==> config.mk <==
export PLATFORM = sky130hd
export DESIGN_NAME = ddh_cordic
export DESIGN_NICKNAME = d
export VERILOG_FILES = /design/src/hw/rtl/ddh_pkg.sv /design/src/hw/rtl/ddh_cordic.sv
export SDC_FILE = /design/constraint.sdc
export NUM_CORES = 2
export LEC_CHECK = 0
export ABC_CLOCK_PERIOD_IN_PS = 13800
export BUFFER_PORTS_ARGS = -buffer_cell sky130_fd_sc_hd__buf_2
export CORE_AREA = 2 2 767 540
export DETAILED_ROUTE_END_ITERATION = 10
export DIE_AREA = 0 0 769 542
export GPL_TIMING_DRIVEN = 0
export HOLD_SLACK_MARGIN = 0.06
export PLACE_DENSITY = 0.41
export SETUP_SLACK_MARGIN = 0.5
export SYNTH_ARGS = -nofsm -noshare
export SYNTH_HDL_FRONTEND = slang
export SYNTH_SLANG_ARGS = --single-unit
export TNS_END_PERCENT = 20
==> constraint.sdc <==
create_clock -name clk_i -period 13.8 [get_ports clk_i]
set_clock_uncertainty 0.2 [all_clocks]
set_input_delay 0.69 -clock clk_i [delete_from_list [all_inputs] [get_ports clk_i]]
set_output_delay 0.69 -clock clk_i [all_outputs]
set_load 0.01 [all_outputs]
==> src/hw/rtl/ddh_pkg.sv <==
// Shared types, constants and the arctangent table of the heading PD core.
// No dependencies; used by every module in hw/rtl.
package ddh_pkg;

  localparam int CordicSteps = 16;
  localparam int CordicW     = 28;
  localparam int CfgIdxW     = 4;
  localparam int CfgDataW    = 18;

  // atan(2^-i), 2^32 = full turn
  localparam logic [31:0] AtanTable [0:23] = '{
    32'h20000000, 32'h12E4051E, 32'h09FB385B, 32'h051111D4, 32'h028B0D43,
    32'h0145D7E1, 32'h00A2F61E, 32'h00517C55, 32'h0028BE53, 32'h00145F2F,
    32'h000A2F98, 32'h000517CC, 32'h00028BE6, 32'h000145F3, 32'h0000A2FA,
    32'h0000517D, 32'h000028BE, 32'h0000145F, 32'h00000A30, 32'h00000518,
    32'h0000028C, 32'h00000146, 32'h000000A3, 32'h00000051
  };

  typedef enum logic [CfgIdxW-1:0] {
    CfgPropGain  = 4'd0,
    CfgDerivGain = 4'd1,
    CfgBaseSpeed = 4'd2,
    CfgRevThresh = 4'd3
  } cfg_idx_e;

  typedef struct packed {
    logic [17:0] prop_gain;
    logic [17:0] deriv_gain;
    logic [6:0]  base_speed;
    logic [14:0] rev_thresh;
  } cfg_t;

  typedef struct packed {
    logic signed [15:0] robot_x;
    logic signed [15:0] robot_y;
    logic signed [15:0] heading;
    logic signed [15:0] target_x;
    logic signed [15:0] target_y;
    logic [1:0]         id;
  } item_t;

  typedef struct packed {
    logic signed [CordicW-1:0] x;
    logic signed [CordicW-1:0] y;
    logic [31:0]               z;
    logic                      zero;
    logic signed [15:0]        heading;
    logic [1:0]                id;
  } cor_t;

endpackage

==> src/hw/rtl/ddh_cordic.sv <==
// Pipelined CORDIC vectoring unit: pre-rotation stage, then one iteration per stage.
// Depends on ddh_pkg.
module ddh_cordic (
  input  logic           clk_i,
  input  logic           rst_ni,
  input  logic           in_valid_i,
  output logic           in_ready_o,
  input  ddh_pkg::item_t in_item_i,
  output logic           out_valid_o,
  input  logic           out_ready_i,
  output ddh_pkg::cor_t  out_cor_o
);
  import ddh_pkg::*;

  localparam int NStg = CordicSteps + 1;

  cor_t            stg_q  [NStg];
  cor_t            stg_d  [NStg];
  logic [NStg-1:0] vld_q;
  logic [NStg-1:0] up_vld;
  logic [NStg-1:0] rdy;
  logic [NStg-1:0] dn_rdy;

  logic signed [16:0]        dx, dy;
  logic signed [CordicW-1:0] x0, y0;

  // pre-rotation into the right half plane
  always_comb begin
    dx = {in_item_i.target_x[15], in_item_i.target_x}
       - {in_item_i.robot_x[15], in_item_i.robot_x};
    dy = {in_item_i.target_y[15], in_item_i.target_y}
       - {in_item_i.robot_y[15], in_item_i.robot_y};
    x0 = {{(CordicW-25){dx[16]}}, dx, 8'd0};
    y0 = {{(CordicW-25){dy[16]}}, dy, 8'd0};
    stg_d[0].heading = in_item_i.heading;
    stg_d[0].id      = in_item_i.id;
    stg_d[0].zero    = (dx == 17'sd0) && (dy == 17'sd0);
    if (dx[16]) begin
      stg_d[0].x = -x0;
      stg_d[0].y = -y0;
      stg_d[0].z = 32'h8000_0000;
    end else begin
      stg_d[0].x = x0;
      stg_d[0].y = y0;
      stg_d[0].z = 32'd0;
    end
  end

  assign up_vld[0] = in_valid_i;

  for (genvar k = 1; k < NStg; k++) begin : g_iter
    localparam int I = k - 1;
    logic signed [CordicW-1:0] xp, yp, xs, ys;
    logic                      ypos;
    assign xp   = stg_q[k-1].x;
    assign yp   = stg_q[k-1].y;
    assign xs   = xp >>> I;
    assign ys   = yp >>> I;
    assign ypos = !yp[CordicW-1] && (yp != '0);
    always_comb begin
      stg_d[k] = stg_q[k-1];
      if (ypos) begin
        stg_d[k].x = xp + ys;
        stg_d[k].y = yp - xs;
        stg_d[k].z = stg_q[k-1].z + AtanTable[I];
      end else begin
        stg_d[k].x = xp - ys;
        stg_d[k].y = yp + xs;
        stg_d[k].z = stg_q[k-1].z - AtanTable[I];
      end
    end
    assign up_vld[k] = vld_q[k-1];
  end

  for (genvar k = 0; k < NStg; k++) begin : g_stg
    if (k == NStg - 1) begin : g_last
      assign dn_rdy[k] = out_ready_i;
    end else begin : g_mid
      assign dn_rdy[k] = rdy[k+1];
    end
    assign rdy[k] = !vld_q[k] || dn_rdy[k];

    always_ff @(posedge clk_i or negedge rst_ni) begin
      if (!rst_ni) begin
        vld_q[k] <= 1'b0;
      end else if (rdy[k]) begin
        vld_q[k] <= up_vld[k];
      end
    end

    always_ff @(posedge clk_i) begin
      if (rdy[k] && up_vld[k]) begin
        stg_q[k] <= stg_d[k];
      end
    end
  end

  assign in_ready_o  = rdy[0];
  assign out_valid_o = vld_q[NStg-1];
  assign out_cor_o   = stg_q[NStg-1];

endmodule

=== After elaboration in Yosys (flattened, before gate mapping) ===
Memories as Yosys holds them, arrays and structs flattened.
Index checks and enable logic that the tools add are counted.

* Muxes and demuxes: 51
* Bitwise gates (word level): 0
* $add $sub $neg: 99
* Eq/ne operators: 0
* Shift-type cells: 0
* $mul: 0
* Magnitude comparators: 0
* Div/mod/pow operators: 0
* Reduce and logical (&&, ||, !) cells: 102

{| class="wikitable"
|+ Operators by type and width
! cell !! count
|-
| 2-to-1 mux 88 bit || 17
|-
| nonzero test 28 bit || 16
|-
| adder 28 x 13 -> 28 bit || 2
|-
| adder 28 x 14 -> 28 bit || 2
|-
| adder 28 x 15 -> 28 bit || 2
|-
| adder 28 x 16 -> 28 bit || 2
|-
| adder 28 x 17 -> 28 bit || 2
|-
| adder 28 x 18 -> 28 bit || 2
|-
| adder 28 x 19 -> 28 bit || 2
|-
| adder 28 x 20 -> 28 bit || 2
|-
| adder 28 x 21 -> 28 bit || 2
|-
| adder 28 x 22 -> 28 bit || 2
|-
| adder 28 x 23 -> 28 bit || 2
|-
| adder 28 x 24 -> 28 bit || 2
|-
| adder 28 x 25 -> 28 bit || 2
|-
| adder 28 x 26 -> 28 bit || 2
|-
| adder 28 x 27 -> 28 bit || 2
|-
| negator 25 -> 28 bit || 2
|-
| subtractor 28 x 13 -> 28 bit || 2
|-
| subtractor 28 x 14 -> 28 bit || 2
|-
| subtractor 28 x 15 -> 28 bit || 2
|-
| subtractor 28 x 16 -> 28 bit || 2
|-
| subtractor 28 x 17 -> 28 bit || 2
|-
| subtractor 28 x 18 -> 28 bit || 2
|-
| 49 further kinds || 175
|}

* Bits in writable memories: 1,819
* Memory bits (read-only): 0
* Logic and storage cells: 270
* Memories kept: 1
* Bits in registers: 17
* Input port bits: 86
* Output and inout port bits: 109
* Latch bits: 0

{| class="wikitable"
|+ Memory list
! name !! depth !! width !! rd ports !! clocked after Yosys merged registers in !! write ports !! line !! source
|-
| stg_q || 17 || 107 || 17 || 0 || 17 || ddh_cordic.sv:17 || <nowiki>cor_t stg_q [NStg];</nowiki>
|}

=== Depth between registers and ports, before layout ===
* Depth after elaboration: 21
* Mapped depth: 24
* Mapped depth without buffers: 23

=== Least setup slack after synthesis ===
No wires, ideal clock.

* Path kind: input port to flip-flop
* From: input port out_ready_i
* To: memory stg_q[0][642] in the netlist's numbering (enable)
* Stages: 7
* Path buffers: 0
* Setup slack: 3,705 ps
* Arrival time: 9,162 ps
* Cells stage by stage: nor2b_1 > nand3_1 > nor2_1 > and2_1 > and3_1 > and3_1 > a21boi_0

{| class="wikitable"
|+ RTL lines
! item !! line !! source
|-
| start, declared || ddh_cordic.sv:10 || <nowiki>input logic out_ready_i,</nowiki>
|-
| end, declared || ddh_cordic.sv:17 ||
|}

==> metrics.md <==
| Metric | Value |
|---|---|
| Post-synthesis cell type count | 102 |
| Clock Pin Slew Worst Setup and Hold Paths | 0.07 ns |
| Synth top area share | 40.53% |
| Top Layer Used | met5 |
| Starting Density | 29.86% |
| Area occupied by multi-input gates | 69030 um^2 |
| Pins Over Slew Limit | 0 |
| Fmax | 0.1161 GHz |
| Initial antenna violation count | 31 |
| Critical Path Fanout Max | 29 |
| Worst-Margin Slew | 1.331 ns |
| Row Count | 197 |
| Worst path max stage delay | 1.00 ns |
| DRC | 0 |
| Clock root cell | clkbuf_16 |
| Clk_lat worst skew | 0.95 ns |
| Minimum clock period | 8.612 ns |
| Metal-1 WL | 219500 um |
| Via density | 5.196 |
| Final Hold Fails | 0 |
| TritonCTS Buffers | 196 |
| Setup TNS | 0 ns |
| Mapped cell area | 122300 um^2 |
| Drt pass-1 iters | 8 |
| Area grow syn2layout | 12.73% |
| Critical path's slowest cell | nor4_1 |
| Main synth FF type | edfxtp_1 |
| Met3 Wirelength | 29430 um |
| Setup Buffers After CTS | 0 |
| Biggest area consumer among synthesized cells | edfxtp_1 |
| RSZ-0062 raised after global routing | no |
| Post-CTS Resized | 0 |
| Average wire per standard cell | 21.25 um |
| Synth area leaders | edfxtp_1, ha_1, xnor2_1, a21oi_1, xor2_1 |
| Total track usage | 17.87% |
| Drt total wl | 386900 um |
| Hold WS | 0.1316 ns |
| CP Data Arrival Time | 9.08 ns |
| ANT nets after route | 0 |
| Synth warn | 0 |
| CP endpoint kind | flop |
| Avg Synthesized Cell Area | 10.14 um^2 |
| Most frequent CP cell | inv_1 |
| Synthesized flop and latch total | 1668 |
| Kind of cell adding the most delay to the critical path | compound AO/OA/AOI/OAI gates |
| Placed cell area | 131300 um^2 |
| Htree depth | 4 |
| First-pass GRT wire length | 574000 um |
| Cell area after layout | 137900 um^2 |
| Crit Path Category | reg -> reg |
| Outcome | finished clean |
| Global route overflow | 0 |
| CTS tree | done |
| Max-Cap Viols | 0 |
| Slew HR | 11.25% |
| Crit start category | flop |
| Fin crit share | 62.40% |
| WL met2 | 132600 um |
| Post-Syn Instances | 12.06k |
| Post-synth EDFFs | 1651 |
| Detailed Route Iter0 Violations | 8728 |
| Core outline area | 409700 um^2 |
| Worst EP required | 14.27 ns |
| Vias in the first global route | 89.02k |
| Hold Crit Class | reg -> reg |
| Setup Viol. Count Final | 0 |
| Vias | 94.61k |
| Max clock buf depth | 4 |
| GPL Wtd Cong | 0.9287 |
| Die height | 542 um |
| Register area share after synthesis | 40.88% |
| Fin nets | 13.99k |
| Register area | 50000 um^2 |
| Die width | 769 um |
| Largest net degree at the start of global routing | 70 |
| Hpwl dp | 314800 um |
| Io pins | 195 |
| Total Die Area | 416800 um^2 |
| Layout cells sized above 1 | 6.622% |
| Filler Cells Inserted | 41.34k |
| Crit-path cells | inv_1 > ha_1 > inv_1 > or4_1 > nor4_1 > or2_2 > buf_2 > inv_1 > a211oi_1 > a21oi_1 > ha_1 > clkbuf_1 > and4_1 > nand3_1 > a211oi_1 > a2111oi_0 > o31ai_1 > nor3_1 > o21bai_1 > a21oi_1 > xnor2_1 |
| Clk sinks | 1668 |
| Buf+Inv Stages, Crit Path | 5 |
| Port Buf Inserts | 193 |
| FFs w/ async S/R, synth | 1.019% |
[cell usage in the layout, fill, tap and decap left out, types with 89 or more instances in the layout]
master        n
a21oi_1    1094
inv_1       583
or3_1       106
buf_4       112
and3_1      102
nor2_1      907
a211oi_1     94
xnor2_1    1091
o21bai_1    165
nand3_1     253
nor2b_1     153
nor4_1       90
a31oi_1      89
o21a_1      161
xor2_1      512
ha_1       1289
clkbuf_16   198
nand2b_1    164
edfxtp_1   1651
o21ai_0     622
buf_2       202
o31ai_1     161
a21o_1      439
nor3_1      336
nand2_1     662
clkbuf_1    137
[cell usage after synthesis, types with 106 or more instances]
cell type / count
o31ai_1: 161
nand2b_1: 164
or3_1: 106
nor3_1: 336
nand2_1: 662
xnor2_1: 1091
edfxtp_1: 1651
nor2_1: 908
nand3_1: 253
buf_4: 110
clkbuf_1: 128
a21o_1: 439
inv_1: 583
o21ai_0: 622
xor2_1: 512
o21a_1: 161
a21oi_1: 1094
ha_1: 1289
o21bai_1: 165
nor2b_1: 156
[cell families after synthesis]
| kind of cell | Yosys count | share of synthesized area (%) |
|---|---|---|
| AO/OA/AOI/OAI | 3384 | 17.68 |
| XOR/XNOR | 1603 | 11.48 |
| adder cells (fa/ha/maj) | 1330 | 13.85 |
| buffers and inverters | 855 | 2.972 |
| flip-flops | 1668 | 40.88 |
| multiplexers | 52 | 0.4357 |
| other | 1 | 0.003065 |
| AND/OR/NAND/NOR | 3166 | 12.70 |
[sequential cells by signal, indices dropped and copies added (netlist names)]
signal,flops
stg_q,1651
up_vld,16
out_valid_o,1
[worst reg2reg max path, stage by stage, from the launching register on]
cell       delay (ns)
edfxtp_1         0.51
inv_1            0.10
ha_1             0.17
inv_1            0.07
or4_1            0.70
nor4_1           1.00
or2_2            0.24
buf_2            0.61
inv_1            0.16
a211oi_1         0.99
a21oi_1          0.20
ha_1             0.36
clkbuf_1         0.25
and4_1           0.30
nand3_1          0.34
a211oi_1         0.92
a2111oi_0        0.28
o31ai_1          0.49
nor3_1           0.12
o21bai_1         0.17
a21oi_1          0.10
xnor2_1          0.12
[per-layer routing]
metal,track usage [%],vias to the layer above
met5,0.3222,-
met4,2.645,2
met3,3.416,301
met2,21.84,2606
met1,30.99,45820
li1,-,45890
[repair_timing]
| action | in CTS | in global routing |
|---|---|---|
| hold buffers | 24 | 0 |
| setup endpoints to repair | 0 | 0 |
| hold endpoints to repair | 42 | 0 |
[final timing paths]
kind / from / end / slack [ns] / depth (start not counted)
max: stg_q[0][1563] / stg_q[0][1683] / 5.19 / 21
min: stg_q[0][220] / stg_q[0][327] / 0.13 / 0
max reg2reg: stg_q[0][1563] / stg_q[0][1683] / 5.19 / 21
min reg2reg: stg_q[0][220] / stg_q[0][327] / 0.13 / 0
max in group asynchronous: rst_ni / up_vld[8] / 12.10 / 3
min in group asynchronous: rst_ni / up_vld[1] / 0.73 / 3
[per-stage QoR]
step | utilization, % | cells | worst slack (ns)
final | 33.66 | 18210 | 5.188
after global routing | 33.66 | 18200 | 4.494
after detailed placement | 32.05 | 17820 | 5.179
after CTS | 33.66 | 18200 | 5.204
after global placement | 31.82 | 17780 | -1.660
after floorplan | - | 12120 | 3.705
[cell type report]
type | count | area share, %
timing repair buffer | 255 | 1.453
multi-input combinational | 9595 | 50.05
clock buffer | 225 | 3.666
buffer | 264 | 1.046
clock inverter | 133 | 0.9418
tap | 5472 | 4.965
sequential | 1668 | 36.26
antenna | 4 | 0.007258
inverter | 591 | 1.609
Power is left out: the tool's default activity adds up to more than one toggle a clock period on the data nets, which glitch-free logic cannot reach.
