$ cat config.mk
export PLATFORM = sky130hd
export DESIGN_NAME = ddh_pd
export DESIGN_NICKNAME = d
export VERILOG_FILES = /design/src/hw/rtl/ddh_pkg.sv /design/src/hw/rtl/ddh_pd.sv
export SDC_FILE = /design/constraint.sdc
export NUM_CORES = 2
export LEC_CHECK = 0
export BUFFER_PORTS_ARGS = -buffer_cell sky130_fd_sc_hd__buf_4
export CELL_PAD_IN_SITES_DETAIL_PLACEMENT = 0
export CELL_PAD_IN_SITES_GLOBAL_PLACEMENT = 1
export CORE_ASPECT_RATIO = 1.5
export CORE_MARGIN = 2
export CORE_UTILIZATION = 40
export CTS_CLUSTER_SIZE = 14
export DETAILED_ROUTE_END_ITERATION = 7
export PLACE_DENSITY_LB_ADDON = 0.1
export SETUP_SLACK_MARGIN = 0.3
export SLEW_MARGIN = 20
export SYNTH_ARGS = -nofsm -noshare
export SYNTH_HDL_FRONTEND = slang
export SYNTH_SLANG_ARGS = --single-unit
$ cat constraint.sdc
create_clock -name clk_i -period 20.7 [get_ports clk_i]
set_input_delay 1.035 -clock clk_i [delete_from_list [all_inputs] [get_ports clk_i]]
set_output_delay 1.035 -clock clk_i [all_outputs]
set_load 0.005 [all_outputs]
$ cat src/hw/rtl/ddh_pkg.sv
// Shared types, constants and the arctangent table of the heading PD core.
// No dependencies; used by every module in hw/rtl.
package ddh_pkg;

  localparam int CordicSteps = 16;
  localparam int CordicW     = 28;
  localparam int CfgIdxW     = 4;
  localparam int CfgDataW    = 18;

  // atan(2^-i), 2^32 = full turn
  localparam logic [31:0] AtanTable [0:23] = '{
    32'h20000000, 32'h12E4051E, 32'h09FB385B, 32'h051111D4, 32'h028B0D43,
    32'h0145D7E1, 32'h00A2F61E, 32'h00517C55, 32'h0028BE53, 32'h00145F2F,
    32'h000A2F98, 32'h000517CC, 32'h00028BE6, 32'h000145F3, 32'h0000A2FA,
    32'h0000517D, 32'h000028BE, 32'h0000145F, 32'h00000A30, 32'h00000518,
    32'h0000028C, 32'h00000146, 32'h000000A3, 32'h00000051
  };

  typedef enum logic [CfgIdxW-1:0] {
    CfgPropGain  = 4'd0,
    CfgDerivGain = 4'd1,
    CfgBaseSpeed = 4'd2,
    CfgRevThresh = 4'd3
  } cfg_idx_e;

  typedef struct packed {
    logic [17:0] prop_gain;
    logic [17:0] deriv_gain;
    logic [6:0]  base_speed;
    logic [14:0] rev_thresh;
  } cfg_t;

  typedef struct packed {
    logic signed [15:0] robot_x;
    logic signed [15:0] robot_y;
    logic signed [15:0] heading;
    logic signed [15:0] target_x;
    logic signed [15:0] target_y;
    logic [1:0]         id;
  } item_t;

  typedef struct packed {
    logic signed [CordicW-1:0] x;
    logic signed [CordicW-1:0] y;
    logic [31:0]               z;
    logic                      zero;
    logic signed [15:0]        heading;
    logic [1:0]                id;
  } cor_t;

endpackage

$ cat src/hw/rtl/ddh_pd.sv
// Heading error, reverse decision, PD term and wheel mixing; three stages.
// Depends on ddh_pkg; holds the shared last-error register.
module ddh_pd (
  input  logic               clk_i,
  input  logic               rst_ni,
  input  ddh_pkg::cfg_t      cfg_i,
  input  logic               in_valid_i,
  output logic               in_ready_o,
  input  ddh_pkg::cor_t      in_cor_i,
  output logic               out_valid_o,
  input  logic               out_stall_i,
  output logic [1:0]         out_bot_id_o,
  output logic signed [16:0] left_speed_o,
  output logic signed [16:0] right_speed_o,
  output logic               drove_reversed_o
);
  import ddh_pkg::*;

  // error stage
  logic [31:0]        z_rnd;
  logic [15:0]        bearing;
  logic [15:0]        e0;
  logic [16:0]        mag;
  logic               rev_d;
  logic [15:0]        e_d;
  logic               e_vld_q, e_rdy, e_load;
  logic signed [15:0] e_q;
  logic               e_rev_q;
  logic [1:0]         e_id_q;

  assign z_rnd   = in_cor_i.z + 32'h0000_8000;
  assign bearing = in_cor_i.zero ? 16'd0 : z_rnd[31:16];
  assign e0      = in_cor_i.heading - bearing;
  assign mag     = e0[15] ? (17'd0 - {e0[15], e0}) : {1'b0, e0};
  assign rev_d   = mag > {2'b00, cfg_i.rev_thresh};
  assign e_d     = rev_d ? {~e0[15], e0[14:0]} : e0;

  // multiply stage
  logic signed [16:0] diff;
  logic signed [34:0] pp_d;
  logic signed [35:0] pd_d;
  logic               m_vld_q, m_rdy, m_load;
  logic signed [34:0] pp_q;
  logic signed [35:0] pd_q;
  logic               m_rev_q;
  logic [1:0]         m_id_q;
  logic signed [15:0] prev_err_q;

  assign diff = {e_q[15], e_q} - {prev_err_q[15], prev_err_q};
  assign pp_d = $signed({1'b0, cfg_i.prop_gain}) * e_q;
  assign pd_d = $signed({1'b0, cfg_i.deriv_gain}) * diff;

  // output stage
  logic signed [36:0] s_sum;
  logic signed [36:0] s_rnd;
  logic signed [20:0] motor_raw;
  logic signed [20:0] base_w;
  logic signed [16:0] base17;
  logic signed [16:0] motor;
  logic signed [16:0] left_d, right_d;
  logic               o_rdy, o_load;

  assign s_sum     = {{2{pp_q[34]}}, pp_q} + {pd_q[35], pd_q};
  assign s_rnd     = s_sum + 37'sd32768;
  assign motor_raw = s_rnd[36:16];
  assign base_w    = {6'd0, cfg_i.base_speed, 8'd0};
  assign base17    = {2'b00, cfg_i.base_speed, 8'd0};

  always_comb begin
    priority if (motor_raw > base_w) begin
      motor = base17;
    end else if (motor_raw < -base_w) begin
      motor = -base17;
    end else begin
      motor = motor_raw[16:0];
    end
  end

  always_comb begin
    unique case ({m_rev_q, motor > 17'sd0})
      2'b01: begin
        left_d  = base17;
        right_d = base17 - motor;
      end
      2'b00: begin
        left_d  = base17 + motor;
        right_d = base17;
      end
      2'b11: begin
        left_d  = motor - base17;
        right_d = -base17;
      end
      default: begin
        left_d  = -base17;
        right_d = -base17 - motor;
      end
    endcase
  end

  // handshake chain
  assign o_rdy      = !out_valid_o || !out_stall_i;
  assign m_rdy      = !m_vld_q || o_rdy;
  assign e_rdy      = !e_vld_q || m_rdy;
  assign in_ready_o = e_rdy;
  assign e_load     = in_valid_i && e_rdy;
  assign m_load     = e_vld_q && m_rdy;
  assign o_load     = m_vld_q && o_rdy;

  always_ff @(posedge clk_i or negedge rst_ni) begin
    if (!rst_ni) begin
      e_vld_q     <= 1'b0;
      m_vld_q     <= 1'b0;
      out_valid_o <= 1'b0;
      prev_err_q  <= '0;
    end else begin
      if (e_rdy) begin
        e_vld_q <= in_valid_i;
      end
      if (m_rdy) begin
        m_vld_q <= e_vld_q;
      end
      if (o_rdy) begin
        out_valid_o <= m_vld_q;
      end
      if (m_load) begin
        prev_err_q <= e_q;
      end
    end
  end

  always_ff @(posedge clk_i) begin
    if (e_load) begin
      e_q     <= e_d;
      e_rev_q <= rev_d;
      e_id_q  <= in_cor_i.id;
    end
    if (m_load) begin
      pp_q    <= pp_d;
      pd_q    <= pd_d;
      m_rev_q <= e_rev_q;
      m_id_q  <= e_id_q;
    end
    if (o_load) begin
      left_speed_o     <= left_d;
      right_speed_o    <= right_d;
      drove_reversed_o <= m_rev_q;
      out_bot_id_o     <= m_id_q;
    end
  end

  a_fwd_nonneg: assert property (@(posedge clk_i) disable iff (!rst_ni)
    out_valid_o && !drove_reversed_o |-> !left_speed_o[16] && !right_speed_o[16])
    else $error("forward word with negative wheel speed");

  a_rev_nonpos: assert property (@(posedge clk_i) disable iff (!rst_ni)
    out_valid_o && drove_reversed_o |->
      (left_speed_o[16] || left_speed_o == 17'sd0) &&
      (right_speed_o[16] || right_speed_o == 17'sd0))
    else $error("reversed word with positive wheel speed");

  a_one_wheel_base: assert property (@(posedge clk_i) disable iff (!rst_ni)
    out_valid_o && !drove_reversed_o |-> left_speed_o == base17 || right_speed_o == base17)
    else $error("forward word with neither wheel at base speed");

  a_prev_err: assert property (@(posedge clk_i) disable iff (!rst_ni)
    m_load |=> prev_err_q == $past(e_q))
    else $error("last-error register not updated");

endmodule
Yosys cells after proc, flatten, opt, wreduce, memory -nomap -nowiden. Index checks and enable logic that the tools add are counted.

$add $sub $neg: 12. Multipliers: 2. Divide/modulo/power cells: 0. Order comparisons: 4. Equal/unequal tests: 2. Shift-type cells: 0. Muxes and demuxes: 7. Bitwise gates (word level): 1. Reduce and logical (&&, ||, !) cells: 11.

Operators by type and width (number): $pmux W17 S3 (2); $mux W17 (3); $add A35 B36 Y37 (1); $add A37 B17 Y37 const B (1); $mul A19 B17 Y36 (1); $mul A19 B16 Y35 (1); $add A32 B16 Y32 const B (1); $mux W16 (2); $gt A21 B16 Y1 (1); $lt A21 B21 Y1 (1); $neg A15 Y21 (1); $add A16 B17 Y17 (1); $gt A17 B1 Y1 const B (1); $gt A17 B15 Y1 (1); $neg A15 Y17 (1); $sub A1 B16 Y17 const A (1); $sub A16 B16 Y17 (1); $sub A16 B17 Y17 (1); $sub A17 B16 Y17 (1); $sub A17 B17 Y17 (1); $sub A16 B16 Y16 (1); $logic_not A1 Y1 (4); $logic_and A1 B1 Y1 (3); $logic_or A1 B1 Y1 (3); other kinds (4) (4).

Register bits after elaboration: 149. Bits in latches: 0. Memory bits (writable): 0. Memory bits (read-only): 0. Input bits: 169. Output and inout port bits: 39. Word-level logic and storage cells: 54. Memories: 0.

Logic depth before layout (Yosys ltp).
Word-level depth: 8. Mapped depth: 49. Depth with buffers taken out: 43.

Least setup slack after synthesis. Ideal clock, no wire load.

Kind: reg-to-reg. Start: reg e_q[0]. End: reg pd_q[35], data pin. Library setup time: 0.265 ns. Arrival time: 8.857 ns. Data required time: 20.435 ns. Setup slack: 11.578 ns. Stages on the path, launching flop included: 38. Path buffers: 1. Period minus slack after synthesis: 9.122 ns. Cells stage by stage: edfxtp_1 > inv_1 > ha_1 > inv_1 > fa_1 > a21o_1 > a21oi_1 > o21ai_0 > a21oi_1 > o21ai_0 > a21oi_1 > o21ai_0 > a21oi_1 > o21bai_1 > a21oi_1 > o211ai_1 > a2bb2oi_1 > clkbuf_1 > [... 2 more ...] > fa_1 > inv_1 > fa_1 > inv_1 > fa_1 > fa_1 > inv_1 > fa_1 > ha_1 > a2111oi_0 > o2111a_1 > nor2_1 > a2111oi_0 > o21ai_0 > a31oi_1 > o41ai_1 > a221oi_1 > xnor2_1.

Cells in the longest elaborated chain, start to end: 2.

RTL lines: from (decl) (RTL line ddh_pd.sv:27) `logic signed [15:0] e_q;`; from (signal assigned) (RTL line ddh_pd.sv:133) `e_q <= e_d;`; $sub A16 B16 Y17 (RTL line ddh_pd.sv:49) `assign diff = {e_q[15], e_q} - {prev_err_q[15], prev_err_q};`; $mul A19 B17 Y36 (RTL line ddh_pd.sv:51) `assign pd_d = $signed({1'b0, cfg_i.deriv_gain}) * diff;`; net pd_d[35] (RTL line ddh_pd.sv:41) `logic signed [35:0] pd_d;`; to (signal assigned) (RTL line ddh_pd.sv:139) `pd_q <= pd_d;`; to (decl) (RTL line ddh_pd.sv:44) `logic signed [35:0] pd_q;`.

The timed path passes the listed nets, and every way through them passes these cells. A chain may end at the register's enable or synchronous reset.

Worst setup path after layout.
Start: reg e_q[1]. End: reg pd_q[35], data pin.

The elaborated chain is that of the path after synthesis.

==> impl_metrics.json <==
{
  "status": "complete, no violations",
  "slew_headroom_pct": 27.0,
  "die_x_um": 235,
  "slew_violations": 0,
  "grt_first_pass_wirelength_um": 145000,
  "synthCells": 3573,
  "cts_resized": 0,
  "syn-cell-area_sq_um": 32100,
  "grt_usage_pct": 22.5,
  "worstPathArrival_ns": 11.56,
  "die_area_sq_um": 82500,
  "hp-class": "flop to flop",
  "hold_depth": 0,
  "grt-ovfl-total": 0,
  "start_util_pct": 40.3,
  "final_cell_mix": "inv_1 (641), fa_1 (464), nand2_1 (451)",
  "rsz0062_at_grt": "no",
  "worstPathBufferInverterCount": 4,
  "placeableCoreArea_sq_um": 79600,
  "synth_top_area_share_pct": 29.0,
  "path_delay_family": "compound AO/OA/AOI/OAI gates",
  "max-clock-path-buffers": 2,
  "clk_latency_ns": 0.48,
  "min_from": "e_id_q[1]",
  "cpMostUsedCell": "fa_1",
  "ant_nets": 0,
  "die_h_um": 351,
  "drt_iter0_markers": 992,
  "reg2reg_depth": 34,
  "criticalPathCategory": "flop to flop",
  "yosys_warnings": 0,
  "drt_drc_violations_left": 0,
  "drive_above_1_share_pct": 7.11,
  "synth_edf_count": 130,
  "h-tree-depth": 4,
  "synthesis.nets": 4619,
  "fmax_ghz": 0.0881,
  "fin_nets": 4664,
  "cts_made_buffers": 17,
  "period_share_pct": 54.8,
  "area_delta_synth_final_pct": 8.12,
  "clk_pin_slew_ns": 0.07,
  "path_max_fanout": 37,
  "layout_commonest_cell": "inv_1",
  "async_flop_share_pct": 12.8,
  "viasPerCell": 5.27,
  "antenna_found_initial": 3,
  "ctsHoldBuffers": 0,
  "worst_slew_pin_slew_ns": 1.09,
  "rows": 127,
  "io_buffers": 136,
  "ys_ff_latch": 149,
  "totalWireLength_um": 89500,
  "slowest_stage": "edfxtp_1",
  "r2r-start": "e_q[1]",
  "wl_per_cell_um": 19.2,
  "ys_seq_area_share_pct": 13.7,
  "via_count": 24604,
  "cp.required_ns": 20.91,
  "yosys_most_used_dff": "edfxtp_1",
  "cts_setup_buffers": 0,
  "synth_area_leader_cell": "fa_1",
  "setup_tns_ns": 0,
  "nFillCells": 7915,
  "gp_congestion": 0.844,
  "cts.sinks": 149,
  "critical_path.max_stage_delay_ns": 1.07,
  "grt_start_max_net_pins": 73,
  "path_depth": 34,
  "final.setup_skew_ns": 0.0127,
  "syn_avg_cell_area_sq_um": 8.97,
  "holdPathEnd": "m_id_q[1]",
  "synth_area_leaders": "fa_1 (29%), ha_1 (16%), edfxtp_1 (12%), inv_1 (7.5%), nand2_1 (5.3%)",
  "reg2reg_slack_ns": 9.35,
  "post-dp-hpwl_um": 72100,
  "drt_first_pass_iters": 5,
  "maxCapViolCount": 0,
  "hold_viol_final": 0,
  "cp-startpoint": "e_q[1]",
  "endpoint_kind": "flop",
  "synth_cell_types": 90,
  "regToRegEndpoint": "pd_q[35]",
  "cts_tree": "done",
  "setup_viol": 0,
  "root_buffer": "clkbuf_16",
  "io_pins": 208,
  "grt_pass1_vias": 26886,
  "start_kind": "flop",
  "min_period_ns": 11.35
}
-- kinds of logic (layout without fill, tap and decap cells) --
logic type	after synthesis	count (layout)	share of synthesized area, %
buffers and inverters	785	843	9.31
DFF	149	149	13.7
xor gates and xnor gates	154	154	4.21
AOI/OAI and AO/OA	480	480	10.2
other	0	2	0
adders and majority gates	877	877	45.1
and+or+nand+nor	1120	1120	17.3
muxes	8	8	0.269
-- worst reg2reg max path: cells and delay by family, from the launching register on --
kind | cells | cell delay, ns
simple gates | 3 | 0.37
compound gates | 18 | 5.41
flops | 1 | 1.07
fa+ha+maj | 8 | 3.71
buf+inv | 4 | 0.41
xor+xnor | 1 | 0.12
-- state kept, by name, indices dropped and copies added (netlist names) --
signal            count
e_vld_q               1
left_speed_o         17
drove_reversed_o      1
e_id_q                2
m_id_q                2
out_bot_id_o          2
pp_q                 35
m_vld_q               1
m_rev_q               1
out_valid_o           1
prev_err_q           16
e_rev_q               1
pd_q                 36
right_speed_o        17
e_q                  16
-- layout make-up --
class | instances | area, sq um | share of cell area [%]
Multi-Input combinational cell | 2639 | 24700 | 71.4
Sequential cell | 149 | 4380 | 12.6
Inverter | 645 | 2420 | 6.99
Tap cell | 1032 | 1290 | 3.72
Timing Repair Buffer | 166 | 1250 | 3.59
Clock buffer | 17 | 425 | 1.23
Clock inverter | 15 | 161 | 0.466
Antenna cell | 2 | 5.00 | 0.0144
-- metal layers --
metal	vias to the layer above	track usage (%)	part of all wire, %
met1	12409	25.3	40
met3	132	2.06	2.8
met2	443	43.4	54
met5	-	0	0
li1	11620	-	-
met4	0	8.71	3.7
-- how the worst max path moves through the flow --
stage | slack [ns] | to
detailed placement | 9.39 | pd_q[35]
floorplan | 11.58 | pd_q[35]
global route | 8.36 | pd_q[35]
CTS | 9.34 | pd_q[35]
finish | 9.35 | pd_q[35]
global placement | 9.53 | pd_q[35]
-- through the flow --
step | instance area (sq um) | setup slack [ns] | hold slack [ns] | std cells | utilization, %
CTS | 34700 | 9.34 | 0.407 | 4663 | 43.5
floorplan | 32100 | 11.58 | 0.400 | 3573 | -
global route | 34700 | 8.36 | 0.423 | 4664 | 43.5
finish | 34700 | 9.35 | 0.423 | 4665 | 43.5
global placement | 34100 | 9.53 | 0.406 | 4631 | 42.8
detailed placement | 34100 | 9.39 | 0.410 | 4631 | 42.8
-- synth_stat cells, types with 9 or more instances --
cell type / count
o21ai_1: 10
nor3_1: 42
o21ai_0: 89
fa_1: 464
nor4_1: 22
edfxtp_1: 130
nor2_1: 112
nand2_1: 451
a311oi_1: 14
and3_1: 29
o211ai_1: 28
nand2b_1: 50
a21o_1: 50
clkbuf_1: 121
nand4_1: 18
inv_1: 642
o21a_1: 32
o21bai_1: 10
and2_1: 221
buf_2: 10
ha_1: 413
xor2_1: 42
or2_2: 23
a21oi_1: 116
a31oi_1: 15
nand3_1: 57
dfrtp_1: 19
xnor2_1: 112
nor2b_1: 55
a211oi_1: 12
and4_1: 9
Power is not shown: default switching activity piles up to over one toggle a cycle in this logic, so the estimate is an artifact.
